File: src/rtl/core/sha256sh_pkg.sv
// ----------------------------------------------------------------------------
// sha256sh_pkg
// Shared types, constants and round functions of the SHA-256 stream hasher.
// ----------------------------------------------------------------------------
`default_nettype none

package sha256sh_pkg;

  typedef logic [31:0] word_t;

  // control from the byte sequencer to the compression core
  typedef struct packed {
    logic start;    // run one compression on the block buffer
    logic restart;  // load the initial chaining values
  } ctl_t;

  // status from the compression core
  typedef struct packed {
    logic busy;
    logic done;     // one-cycle pulse, chaining words updated
  } stat_t;

  localparam logic [7:0] PAD_BYTE    = 8'h80;
  localparam logic [6:0] LEN_POS     = 7'd56;
  localparam logic [6:0] BLOCK_BYTES = 7'd64;
  localparam logic [2:0] LAST_WORD   = 3'd7;
  localparam logic [4:0] SCHED_WORDS = 5'd16;
  localparam logic [5:0] LAST_ROUND  = 6'd63;
  localparam logic [5:0] LAST_BYTE   = 6'd63;

  function automatic word_t init_chain(input logic [2:0] i);
    word_t h;
    case (i)
      3'd0: h = 32'h6a09e667;
      3'd1: h = 32'hbb67ae85;
      3'd2: h = 32'h3c6ef372;
      3'd3: h = 32'ha54ff53a;
      3'd4: h = 32'h510e527f;
      3'd5: h = 32'h9b05688c;
      3'd6: h = 32'h1f83d9ab;
      default: h = 32'h5be0cd19;
    endcase
    return h;
  endfunction

  function automatic word_t round_k(input logic [5:0] t);
    word_t k;
    case (t)
      6'd0:  k = 32'h428a2f98; 6'd1:  k = 32'h71374491;
      6'd2:  k = 32'hb5c0fbcf; 6'd3:  k = 32'he9b5dba5;
      6'd4:  k = 32'h3956c25b; 6'd5:  k = 32'h59f111f1;
      6'd6:  k = 32'h923f82a4; 6'd7:  k = 32'hab1c5ed5;
      6'd8:  k = 32'hd807aa98; 6'd9:  k = 32'h12835b01;
      6'd10: k = 32'h243185be; 6'd11: k = 32'h550c7dc3;
      6'd12: k = 32'h72be5d74; 6'd13: k = 32'h80deb1fe;
      6'd14: k = 32'h9bdc06a7; 6'd15: k = 32'hc19bf174;
      6'd16: k = 32'he49b69c1; 6'd17: k = 32'hefbe4786;
      6'd18: k = 32'h0fc19dc6; 6'd19: k = 32'h240ca1cc;
      6'd20: k = 32'h2de92c6f; 6'd21: k = 32'h4a7484aa;
      6'd22: k = 32'h5cb0a9dc; 6'd23: k = 32'h76f988da;
      6'd24: k = 32'h983e5152; 6'd25: k = 32'ha831c66d;
      6'd26: k = 32'hb00327c8; 6'd27: k = 32'hbf597fc7;
      6'd28: k = 32'hc6e00bf3; 6'd29: k = 32'hd5a79147;
      6'd30: k = 32'h06ca6351; 6'd31: k = 32'h14292967;
      6'd32: k = 32'h27b70a85; 6'd33: k = 32'h2e1b2138;
      6'd34: k = 32'h4d2c6dfc; 6'd35: k = 32'h53380d13;
      6'd36: k = 32'h650a7354; 6'd37: k = 32'h766a0abb;
      6'd38: k = 32'h81c2c92e; 6'd39: k = 32'h92722c85;
      6'd40: k = 32'ha2bfe8a1; 6'd41: k = 32'ha81a664b;
      6'd42: k = 32'hc24b8b70; 6'd43: k = 32'hc76c51a3;
      6'd44: k = 32'hd192e819; 6'd45: k = 32'hd6990624;
      6'd46: k = 32'hf40e3585; 6'd47: k = 32'h106aa070;
      6'd48: k = 32'h19a4c116; 6'd49: k = 32'h1e376c08;
      6'd50: k = 32'h2748774c; 6'd51: k = 32'h34b0bcb5;
      6'd52: k = 32'h391c0cb3; 6'd53: k = 32'h4ed8aa4a;
      6'd54: k = 32'h5b9cca4f; 6'd55: k = 32'h682e6ff3;
      6'd56: k = 32'h748f82ee; 6'd57: k = 32'h78a5636f;
      6'd58: k = 32'h84c87814; 6'd59: k = 32'h8cc70208;
      6'd60: k = 32'h90befffa; 6'd61: k = 32'ha4506ceb;
      6'd62: k = 32'hbef9a3f7;
      default: k = 32'hc67178f2;
    endcase
    return k;
  endfunction

  function automatic word_t big_sigma0(input word_t x);
    return {x[1:0], x[31:2]} ^ {x[12:0], x[31:13]} ^ {x[21:0], x[31:22]};
  endfunction

  function automatic word_t big_sigma1(input word_t x);
    return {x[5:0], x[31:6]} ^ {x[10:0], x[31:11]} ^ {x[24:0], x[31:25]};
  endfunction

  function automatic word_t small_sigma0(input word_t x);
    return {x[6:0], x[31:7]} ^ {x[17:0], x[31:18]} ^ {3'b000, x[31:3]};
  endfunction

  function automatic word_t small_sigma1(input word_t x);
    return {x[16:0], x[31:17]} ^ {x[18:0], x[31:19]} ^ {10'b0, x[31:10]};
  endfunction

endpackage

`default_nettype wire

File: src/rtl/core/sha256sh_buf.sv
// ----------------------------------------------------------------------------
// sha256sh_buf
// 64-byte block buffer: byte-wide write port, big-endian word read port.
// ----------------------------------------------------------------------------
`default_nettype none

module sha256sh_buf (
  input  wire                  clk,
  input  wire                  wr_en,
  input  wire  [5:0]           wr_addr,
  input  wire  [7:0]           wr_byte,
  input  wire  [3:0]           rd_addr,
  output sha256sh_pkg::word_t  rd_data
);
  import sha256sh_pkg::*;

  word_t mem [16];

  // byte 0 of a word sits in the top lane
  always_ff @(posedge clk) begin
    if (wr_en) begin
      mem[wr_addr[5:2]][{~wr_addr[1:0], 3'b000} +: 8] <= wr_byte;
    end
    rd_data <= mem[rd_addr];
  end

endmodule

`default_nettype wire

File: src/rtl/core/sha256sh_core.sv
// ----------------------------------------------------------------------------
// sha256sh_core
// Compression core: one shared round unit iterated over 64 rounds.
// ----------------------------------------------------------------------------
`default_nettype none

module sha256sh_core (
  input  wire                  clk,
  input  wire                  rst,
  input  sha256sh_pkg::ctl_t   ctl,
  output sha256sh_pkg::stat_t  stat,
  output logic [3:0]           rd_addr,
  input  sha256sh_pkg::word_t  rd_data,
  output sha256sh_pkg::word_t  chain [8]
);
  import sha256sh_pkg::*;

  typedef enum logic [1:0] {
    CS_IDLE,
    CS_LOAD,
    CS_ROUND,
    CS_ADD
  } core_state_t;

  core_state_t state;
  logic [5:0]  cnt;
  logic        done;
  word_t       work  [8];
  word_t       sched [16];

  word_t t1, t2, w_new;

  // sched[0] holds the word for the current round
  always_comb begin
    t1 = work[7] + big_sigma1(work[4]) + ((work[4] & work[5]) ^ (~work[4] & work[6]))
         + round_k(cnt) + sched[0];
    t2 = big_sigma0(work[0])
         + ((work[0] & work[1]) ^ (work[0] & work[2]) ^ (work[1] & work[2]));
    w_new = small_sigma1(sched[14]) + sched[9] + small_sigma0(sched[1]) + sched[0];
  end

  assign rd_addr   = cnt[3:0];
  assign stat.busy = (state != CS_IDLE);
  assign stat.done = done;

  always_ff @(posedge clk) begin
    if (rst) begin
      state <= CS_IDLE;
      cnt   <= '0;
      done  <= 1'b0;
      for (int i = 0; i < 8; i++) begin
        chain[i] <= init_chain(3'(i));
      end
    end else begin
      // one-cycle pulse right after the chaining add
      done <= (state == CS_ADD);
      case (state)
        CS_IDLE: begin
          cnt <= '0;
          if (ctl.restart) begin
            for (int i = 0; i < 8; i++) begin
              chain[i] <= init_chain(3'(i));
            end
          end
          if (ctl.start) begin
            for (int i = 0; i < 8; i++) begin
              work[i] <= chain[i];
            end
            state <= CS_LOAD;
          end
        end
        CS_LOAD: begin
          // read data trails the address by the buffer's output register
          if (cnt != '0) begin
            for (int i = 0; i < 15; i++) begin
              sched[i] <= sched[i+1];
            end
            sched[15] <= rd_data;
          end
          if (cnt == 6'(SCHED_WORDS)) begin
            cnt   <= '0;
            state <= CS_ROUND;
          end else begin
            cnt <= cnt + 6'd1;
          end
        end
        CS_ROUND: begin
          for (int i = 0; i < 15; i++) begin
            sched[i] <= sched[i+1];
          end
          sched[15] <= w_new;
          work[7] <= work[6];
          work[6] <= work[5];
          work[5] <= work[4];
          work[4] <= work[3] + t1;
          work[3] <= work[2];
          work[2] <= work[1];
          work[1] <= work[0];
          work[0] <= t1 + t2;
          if (cnt == LAST_ROUND) begin
            state <= CS_ADD;
          end
          cnt <= cnt + 6'd1;
        end
        CS_ADD: begin
          for (int i = 0; i < 8; i++) begin
            chain[i] <= chain[i] + work[i];
          end
          state <= CS_IDLE;
        end
        default: begin
          state <= CS_IDLE;
        end
      endcase
    end
  end

endmodule

`default_nettype wire

File: src/rtl/core/sha256_stream_hasher.sv
// ----------------------------------------------------------------------------
// sha256_stream_hasher
// SHA-256 over a byte stream, digest returned as eight 32-bit beats.
// ----------------------------------------------------------------------------
// usage:
//   input channel s_axis: one message byte per beat in tdata, tuser high when
//   the byte belongs to the message (low only on the closing beat of an empty
//   message), tlast on the final beat of a message
//   output channel m_axis: eight beats per message, digest word 0 first,
//   word index in tdata above the word, tlast on word 7
// timing:
//   byte beats are taken one per cycle while tready is high; the beat that
//   fills a 64-byte block holds tready low while the block compresses (start,
//   buffer reads, rounds, chaining add, hand-back), a stall set by the single
//   shared round unit; after a tlast beat, padding writes one buffer byte per
//   cycle except while a block compresses, and the first digest beat follows
//   the final compression, of an extra block when the length spills into one
// reset and stall:
//   rst (synchronous) clears the byte count and bit length and loads the
//   initial chaining values; the digest beat is held in an output register
//   while tready on m_axis is low, and no input is taken until all eight
//   beats have gone out; the block then starts a fresh message
// ----------------------------------------------------------------------------
`default_nettype none

module sha256_stream_hasher (
  input  wire         clk,
  input  wire         rst,
  input  wire         s_axis_tvalid,
  output logic        s_axis_tready,
  input  wire  [7:0]  s_axis_tdata,   // [7:0] data_byte
  input  wire         s_axis_tuser,   // [0] has_byte
  input  wire         s_axis_tlast,   // last
  output logic        m_axis_tvalid,
  input  wire         m_axis_tready,
  output logic [39:0] m_axis_tdata,   // [31:0] digest_word, [34:32] word_index
  output logic        m_axis_tlast    // last_word
);
  import sha256sh_pkg::*;

  typedef enum logic [2:0] {
    ST_IDLE,
    ST_BLK_WAIT,
    ST_PAD80,
    ST_PADZERO,
    ST_PADZ_WAIT,
    ST_PADLEN,
    ST_FIN_WAIT,
    ST_EMIT
  } seq_state_t;

  seq_state_t  state;
  logic [5:0]  fill;       // bytes held in the block buffer
  logic [63:0] msg_bits;   // message length in bits, wraps
  logic [6:0]  pos;        // padding write position, up to a full block
  logic        pend_last;  // tlast seen on the beat that filled a block
  logic [2:0]  idx;        // digest word on the output
  logic [2:0]  idx_next;
  ctl_t        ctl;
  ctl_t        ctl_next;
  stat_t       stat;

  // buffer write and read ports, chaining words
  logic        wr_en;
  logic [5:0]  wr_addr;
  logic [7:0]  wr_byte;
  logic [3:0]  rd_addr;
  word_t       rd_data;
  word_t       chain [8];

  logic s_accept;

  assign s_axis_tready = (state == ST_IDLE);
  assign s_accept      = s_axis_tvalid && s_axis_tready;
  assign idx_next      = idx + 3'd1;

  always_comb begin
    wr_en   = 1'b0;
    wr_addr = fill;
    wr_byte = s_axis_tdata;
    case (state)
      ST_IDLE: begin
        wr_en = s_accept && s_axis_tuser;
      end
      ST_PAD80: begin
        wr_en   = 1'b1;
        wr_byte = PAD_BYTE;
      end
      ST_PADZERO: begin
        wr_en   = (pos != LEN_POS) && (pos != BLOCK_BYTES);
        wr_addr = pos[5:0];
        wr_byte = 8'h00;
      end
      ST_PADLEN: begin
        // length goes out most significant byte first
        wr_en   = 1'b1;
        wr_addr = pos[5:0];
        wr_byte = msg_bits[{~pos[2:0], 3'b000} +: 8];
      end
      default: begin
        wr_en = 1'b0;
      end
    endcase
  end

  // compression start: full block, extra padding block, or length written; restart after the last digest word
  always_comb begin
    ctl_next.start   = ((state == ST_IDLE) && s_accept && s_axis_tuser
                        && (fill == LAST_BYTE))
                       || ((state == ST_PADZERO) && (pos == BLOCK_BYTES))
                       || ((state == ST_PADLEN) && (pos[2:0] == LAST_WORD));
    ctl_next.restart = (state == ST_EMIT) && m_axis_tready && (idx == LAST_WORD);
  end

  sha256sh_buf u_buf (
    .clk     (clk),
    .wr_en   (wr_en),
    .wr_addr (wr_addr),
    .wr_byte (wr_byte),
    .rd_addr (rd_addr),
    .rd_data (rd_data)
  );

  sha256sh_core u_core (
    .clk     (clk),
    .rst     (rst),
    .ctl     (ctl),
    .stat    (stat),
    .rd_addr (rd_addr),
    .rd_data (rd_data),
    .chain   (chain)
  );

  always_ff @(posedge clk) begin
    if (rst) begin
      ctl           <= '0;
      state         <= ST_IDLE;
      fill          <= '0;
      msg_bits      <= '0;
      pos           <= '0;
      pend_last     <= 1'b0;
      idx           <= '0;
      m_axis_tvalid <= 1'b0;
      m_axis_tlast  <= 1'b0;
    end else begin
      ctl <= ctl_next;
      case (state)
        ST_IDLE: begin
          if (s_accept) begin
            if (s_axis_tuser) begin
              fill     <= fill + 6'd1;
              msg_bits <= msg_bits + 64'd8;
            end
            if (s_axis_tuser && (fill == LAST_BYTE)) begin
              // block full: compress before anything else
              pend_last <= s_axis_tlast;
              state     <= ST_BLK_WAIT;
            end else if (s_axis_tlast) begin
              state <= ST_PAD80;
            end
          end
        end
        ST_BLK_WAIT: begin
          if (stat.done) begin
            state <= pend_last ? ST_PAD80 : ST_IDLE;
          end
        end
        ST_PAD80: begin
          pos   <= {1'b0, fill} + 7'd1;
          state <= ST_PADZERO;
        end
        ST_PADZERO: begin
          if (pos == LEN_POS) begin
            state <= ST_PADLEN;
          end else if (pos == BLOCK_BYTES) begin
            // no room for the length: extra block
            state <= ST_PADZ_WAIT;
          end else begin
            pos <= pos + 7'd1;
          end
        end
        ST_PADZ_WAIT: begin
          if (stat.done) begin
            pos   <= '0;
            state <= ST_PADZERO;
          end
        end
        ST_PADLEN: begin
          pos <= pos + 7'd1;
          if (pos[2:0] == LAST_WORD) begin
            state <= ST_FIN_WAIT;
          end
        end
        ST_FIN_WAIT: begin
          if (stat.done) begin
            idx           <= '0;
            m_axis_tvalid <= 1'b1;
            m_axis_tdata  <= {5'b0, 3'd0, chain[0]};
            m_axis_tlast  <= 1'b0;
            state         <= ST_EMIT;
          end
        end
        ST_EMIT: begin
          if (m_axis_tready) begin
            if (idx == LAST_WORD) begin
              m_axis_tvalid <= 1'b0;
              m_axis_tlast  <= 1'b0;
              fill          <= '0;
              msg_bits      <= '0;
              state         <= ST_IDLE;
            end else begin
              idx          <= idx_next;
              m_axis_tdata <= {5'b0, idx_next, chain[idx_next]};
              m_axis_tlast <= (idx_next == LAST_WORD);
            end
          end
        end
        default: begin
          state <= ST_IDLE;
        end
      endcase
    end
  end

`ifndef ASSERT_OFF
  // no input is taken while a digest is still going out
  a_ready_vs_out: assert property (@(posedge clk) disable iff (rst)
    s_axis_tready |-> !m_axis_tvalid)
    else $error("input ready while digest pending");

  // the core never runs while bytes can land in the buffer
  a_busy_blocks_in: assert property (@(posedge clk) disable iff (rst)
    stat.busy |-> !s_axis_tready)
    else $error("input ready during compression");

  // tlast marks exactly the eighth digest word
  a_tlast_index: assert property (@(posedge clk) disable iff (rst)
    m_axis_tvalid |-> (m_axis_tlast == (m_axis_tdata[34:32] == LAST_WORD)))
    else $error("tlast does not match word index");

  // padding position never runs past one block
  a_pos_range: assert property (@(posedge clk) disable iff (rst)
    (state == ST_PADZERO) |-> (pos <= BLOCK_BYTES))
    else $error("padding position out of range");

  // a compression start is always answered by a busy core
  a_start_busy: assert property (@(posedge clk) disable iff (rst)
    ctl.start |=> stat.busy)
    else $error("compression start lost");
`endif

endmodule

`default_nettype wire
File: config.mk
export PLATFORM = sky130hd
export DESIGN_NAME = sha256_stream_hasher
export DESIGN_NICKNAME = d
export VERILOG_FILES = /design/src/rtl/core/sha256sh_pkg.sv /design/src/rtl/core/sha256sh_buf.sv /design/src/rtl/core/sha256sh_core.sv /design/src/rtl/core/sha256_stream_hasher.sv
export SDC_FILE = /design/constraint.sdc
export NUM_CORES = 2
export LEC_CHECK = 0
export ABC_CLOCK_PERIOD_IN_PS = 14860
export BUFFER_PORTS_ARGS = -buffer_cell sky130_fd_sc_hd__buf_2
export CAP_MARGIN = 20
export CORE_MARGIN = 3
export CORE_UTILIZATION = 58
export DETAILED_ROUTE_END_ITERATION = 10
export MAX_ROUTING_LAYER = met4
export PLACE_DENSITY_LB_ADDON = 0.1
export SLEW_MARGIN = 20
export SYNTH_ARGS = -nofsm -noshare
export SYNTH_HDL_FRONTEND = slang
export SYNTH_SLANG_ARGS = --single-unit
File: constraint.sdc
create_clock -name clk -period 14.86 [get_ports clk]
set_input_delay 2.972 -clock clk [delete_from_list [all_inputs] [get_ports clk]]
set_output_delay 2.972 -clock clk [all_outputs]
set_load 0.1 [all_outputs]
Yosys cells after proc, flatten, opt, wreduce, memory -nomap -nowiden:

Memory sizes are Yosys's and may differ from the RTL's. A register that Yosys moved wholly into a read port is not among the register bits.
Cells that the tools add are included.

* memories: 4
* word-level logic and storage cells: 266
* bits in writable memories: 1280
* output and inout port bits: 43
* register bits: 393
* ROM bits: 2048

* magnitude comparators: 1
* bitwise logic cells: 45
* eq/ne operators: 37
* mux-type cells: 96
* shift operators: 3
* add/subtract/negate cells: 25
* reduce and logical (&&, ||, !) cells: 33

Memories
* (name not given): depth 64, bits a word 32, read ports 1, clocked after memory_dff 1, write ports 0, line sha256sh_pkg.sv:48 `case (t)`
* u_buf.mem: depth 16, bits a word 32, read ports 1, clocked after memory_dff 1, write ports 1, line sha256sh_buf.sv:17 `word_t mem [16];`
* u_core.sched: depth 16, bits a word 32, read ports 16, clocked after memory_dff 0, write ports 16, line sha256sh_core.sv:29 `word_t sched [16];`
* u_core.work: depth 8, bits a word 32, read ports 8, clocked after memory_dff 0, write ports 8, line sha256sh_core.sv:28 `word_t work [8];`

Operator list (count)
* $mux W32: 27
* $add A32 B32 Y32: 18
* $pmux W256 S2: 1
* $xor A32 B32 Y32: 9
* $mux W256: 1
* $mux W64: 4
* $and A32 B32 Y32: 5
* $pmux W64 S2: 1
* $mux W40: 3
* $bmux W32 S3: 1
* $pmux W40 S2: 1
* $add A64 B4 Y64 const B: 1
* $shiftx A64 B7 Y8: 1
* $mux W6: 8
* $mux W3: 14
* $not A32 Y32: 1
* $shift A8 B7 Y32 const A: 1
* $shiftx A8 B7 Y32: 1
* $xor A32 B22 Y32: 1
* $xor A32 B29 Y32: 1
* $pmux W7 S4: 1
* $or A1 B1 Y1: 24
* $pmux W3 S8: 1
* $pmux W8 S3: 1
* other kinds (47): 113

Logic depth before layout (Yosys ltp):

* word-level depth: 8
* depth in mapped cells: 33

Modules after synthesis:

From an unflattened synthesis, not the netlist that was laid out.

* cell total of the unflattened synthesis: 8096
* area total of the unflattened synthesis: 92572.5 µm²

By module, submodules not included
* sha256sh_core: area an instance 63861.2 µm², cells an instance 6301, instances 1, sequential area each 29007.8 µm²
* sha256sh_buf: area an instance 20399.6 µm², cells an instance 952, instances 1, sequential area each 16015.4 µm²
* sha256_stream_hasher: area an instance 8311.7 µm², cells an instance 843, instances 1, sequential area each 2752.6 µm²

Least setup slack after synthesis:

Ideal clock, no wire load.

* path type: input-to-reg
* from: in rst
* to: mem u_core.sched[0][0] (netlist bit) (enable)
* stages: 6
* path slack: -1.255 ns
* arrival time: 12.482 ns
* setup time: 3.632 ns
* cell sequence: clkbuf_1 -> nand2b_1 -> clkbuf_1 -> clkbuf_1 -> buf_1 -> nand2_1

RTL lines
* start: declaration: line sha256_stream_hasher.sv:28 `input wire rst,`
* end: declaration: line sha256sh_core.sv:29

==> flow_metrics.py <==
metrics = {
    "power_and_ir_drop": {
        "p_leak_nw": 36.7,
        "p_per_area_nw_per_um2": 109,
        "peakVddDrop_v": 0.000120,
        "power.share.clock_pct": 40.8,
        "switchingPower_mw": 2.75,
        "p_int_mw": 8.14,
        "combPwrFrac_pct": 10.4,
        "switching_share_pct": 25.3,
        "seqPwrFrac_pct": 48.9,
    },
    "hold_path": {
        "holdPathStages": 0,
        "hp-start": "u_core.sched[1][80]",
        "hold_class": "reg2reg",
        "min_to": "u_core.sched[1][48]",
    },
    "routing": {
        "wirelength_um": 274000,
        "ant_nets": 0,
        "dr.pass1.iters": 6,
        "drc": 0,
        "viasPerCell": 6.37,
        "drt-initial-drc-count": 7711,
        "wl_per_cell_um": 27.1,
        "vias": 64500,
    },
    "cts": {
        "cts_sinks": 1729,
        "cts_max_level": 4,
        "clockBufferDepth": 3,
        "cts_made_buffers": 180,
        "cts-root-buf": "clkbuf_16",
        "clk_latency_ps": 840,
        "holdBufCountCts": 0,
        "cts.clk_slew.worst_paths_ps": 60,
        "post_cts_buffers": 0,
        "tritoncts": "built",
        "cts_resized": 0,
    },
    "setup_path": {
        "crit_path_start_kind": "flop",
        "required_ps": 15380,
        "worstSetupPathType": "reg2reg",
        "slowest_stage": "edfxtp_1",
        "r2r-start": "u_core.work[0][155]",
        "r2r-end": "u_core.work[0][30]",
        "crit_arrival_ps": 9300,
        "cp_common_cell": "inv_1",
        "critPathMaxFanout": 6,
        "slowest_delay_ps": 610,
        "r2r_slack_ps": 6080,
        "worstRegToRegCells": 31,
        "crit_path_end_kind": "flop",
    },
    "place": {
        "preCtsSetupSlack_ps": 6240,
        "gp_congestion": 1.01,
        "dp_hpwl_um": 197000,
        "placedCellCount": 9789,
        "portBuffers": 51,
    },
    "sta": {
        "final-hold-violation-count": 0,
        "worst_slack_ps": 6080,
        "skew_ps": 65.3,
        "rsz0062_at_grt": "false",
        "fmax_ghz": 0.114,
        "finalMaxSlewViolations": 0,
        "worst_pin_slew_ps": 1230,
        "setup_viol": 0,
        "hold_slack_ps": 410,
        "fin_crit_ps": 8780,
        "slew_headroom_pct": 17.3,
        "fin_crit_sh_pct": 59.1,
        "tns_ps": 0,
    },
    "layout": {
        "utilization_pct": 63.7,
        "instances_no_fill": 10100,
        "fill_cells": 12100,
        "nets": 8527,
        "final_layout_size_suffix_gt1_share_pct": 8.80,
        "areaGrowthSynthToFinish_pct": 8.54,
    },
    "grt": {
        "grt_first_pass_wirelength_um": 408000,
        "grt_use_total_pct": 34.5,
        "grt_max_degree": 202,
        "grt_pass1_vias": 61400,
        "antenna_found_initial": 5,
        "overflow": 0,
    },
    "floorplanning": {
        "core.rowCount": 145,
        "die_h_um": 405,
        "fp.dieW_um": 405,
        "core_region_area_um2": 157000,
        "io_pins": 57,
        "start_util_pct": 58.7,
        "die_area_um2": 164000,
    },
    "synth": {
        "synth_cell_type_count": 95,
        "synth_area_leaders": "edfxtp_1 (43%), dfxtp_1 (9.0%), mux4_2 (5.8%)",
        "synth_edf_count": 1315,
        "synth.avg_cell_area_um2": 11.6,
        "synthArstFlopShare_pct": 0,
        "yosysSeqAreaShare_pct": 51.7,
        "ys.flop_type": "edfxtp_1",
        "synth_most_common_cell": "edfxtp_1",
        "synth_top_area_share_pct": 42.8,
        "synth_common_cells": "edfxtp_1 (1315), nand2_1 (1025), nor2_1 (517)",
        "synth_area_um2": 92400,
        "postSynthRegisterBits": 1729,
        "synth_warnings": 0,
        "netlist_instances": 7994,
        "synth_top_area_cell": "edfxtp_1",
    },
    "run": {
        "max-cap-violations": 0,
    },
    "status": {
        "outcome": "completed",
    },
}
==> logic make-up (layout without fill, tap and decap cells) <==
| group | after synthesis | count (layout) | share of synthesized area, % |
|---|---|---|---|
| flops | 1729 | 1729 | 51.7 |
| fa+ha+maj | 621 | 621 | 9.94 |
| simple gates | 2223 | 2223 | 10.8 |
| xor+xnor | 614 | 614 | 5.82 |
| compound gates | 1737 | 1737 | 11.8 |
| other cells | 1 | 6 | 0.00406 |
| buf+inv | 729 | 797 | 3.01 |
| mux | 340 | 340 | 6.90 |
==> final cells by class <==
class	instances	area, µm²	share of cell area [%]
clock buffers	238	4880	4.87
repair buffers	119	826	0.824
well taps	2058	2570	2.57
diodes	1	2.50	0.00250
multi-input cells	5540	42000	41.9
inverters	343	1290	1.28
clock inverters	97	902	0.900
flip-flops and latches	1729	47800	47.7
==> worst max-delay path, delay by kind of cell, from the launching register on <==
kind | cells | cell delay (ps)
compound gates | 15 | 3960
fa+ha+maj | 6 | 2400
xor+xnor | 4 | 1070
flops | 1 | 610
buf+inv | 5 | 360
simple gates | 1 | 70
==> worst max-delay path by stage <==
stage | to | startpoint
after floorplan | u_core.sched[0][0] | rst
after global placement | u_core.work[0][30] | u_core.work[0][155]
after detailed placement | u_core.work[0][30] | u_core.work[0][155]
after CTS | u_core.work[0][30] | u_core.work[0][155]
after global routing | u_core.work[0][30] | u_core.work[0][155]
final | u_core.work[0][30] | u_core.work[0][155]
==> power by group through the flow <==
| stage | Clock [mW] | Sequential, mW | Combinational [mW] |
|---|---|---|---|
| floorplan | 0 | 5.39 | 0.825 |
| global placement | 0 | 5.42 | 1.08 |
| detailed placement | 0 | 5.43 | 1.10 |
| CTS | 4.50 | 5.32 | 1.11 |
| global route | 4.70 | 5.33 | 1.23 |
| finish | 4.44 | 5.32 | 1.13 |
==> placed cells by master, fill, tap and decap left out, types with 75 or more instances in the layout <==
| master | synthesis | final |
|---|---|---|
| edfxtp_1 | 1315 | 1315 |
| mux2i_1 | 98 | 98 |
| a21oi_1 | 466 | 466 |
| xor2_1 | 227 | 227 |
| nand2_1 | 1025 | 1022 |
| nand2b_1 | 130 | 127 |
| fa_1 | 195 | 195 |
| ha_1 | 405 | 402 |
| nor3_1 | 77 | 77 |
| mux4_2 | 237 | 237 |
| clkbuf_16 | 0 | 182 |
| a21o_1 | 193 | 193 |
| xnor2_1 | 387 | 387 |
| o21ai_0 | 405 | 402 |
| dfxtp_1 | 414 | 408 |
| nand3_1 | 115 | 114 |
| inv_1 | 339 | 339 |
| o22ai_1 | 75 | 75 |
| nor2_1 | 517 | 504 |
==> metrics by stage <==
stage / power (mW) / area [µm²]
after floorplan: 6.21 / 92400
after global placement: 6.50 / 94400
after detailed placement: 6.53 / 94400
after CTS: 10.9 / 100000
after global routing: 11.3 / 100000
final: 10.9 / 100000
==> sequential cells by signal (all words and copies together) (netlist names), 3 cells and up, named ones only <==
signal and flops:
pos 7, m_axis_tdata 35, u_core.cnt 6, u_core.work 256
u_core.chain 256, u_core.sched 512, state 3, idx 3
msg_bits 61, u_buf.rd_data 32, fill 6, u_buf.mem 512
==> routing by layer <==
| layer | vias up | GRT usage, % | routed length (µm) |
|---|---|---|---|
| met5 | - | - | 0 |
| met1 | 32100 | 48.3 | 117000 |
| met4 | 0 | 13.4 | 12600 |
| met2 | 2920 | 50.4 | 122000 |
| li1 | 29000 | - | - |
| met3 | 553 | 6.02 | 23100 |
Power figures use the tool's default switching activity.
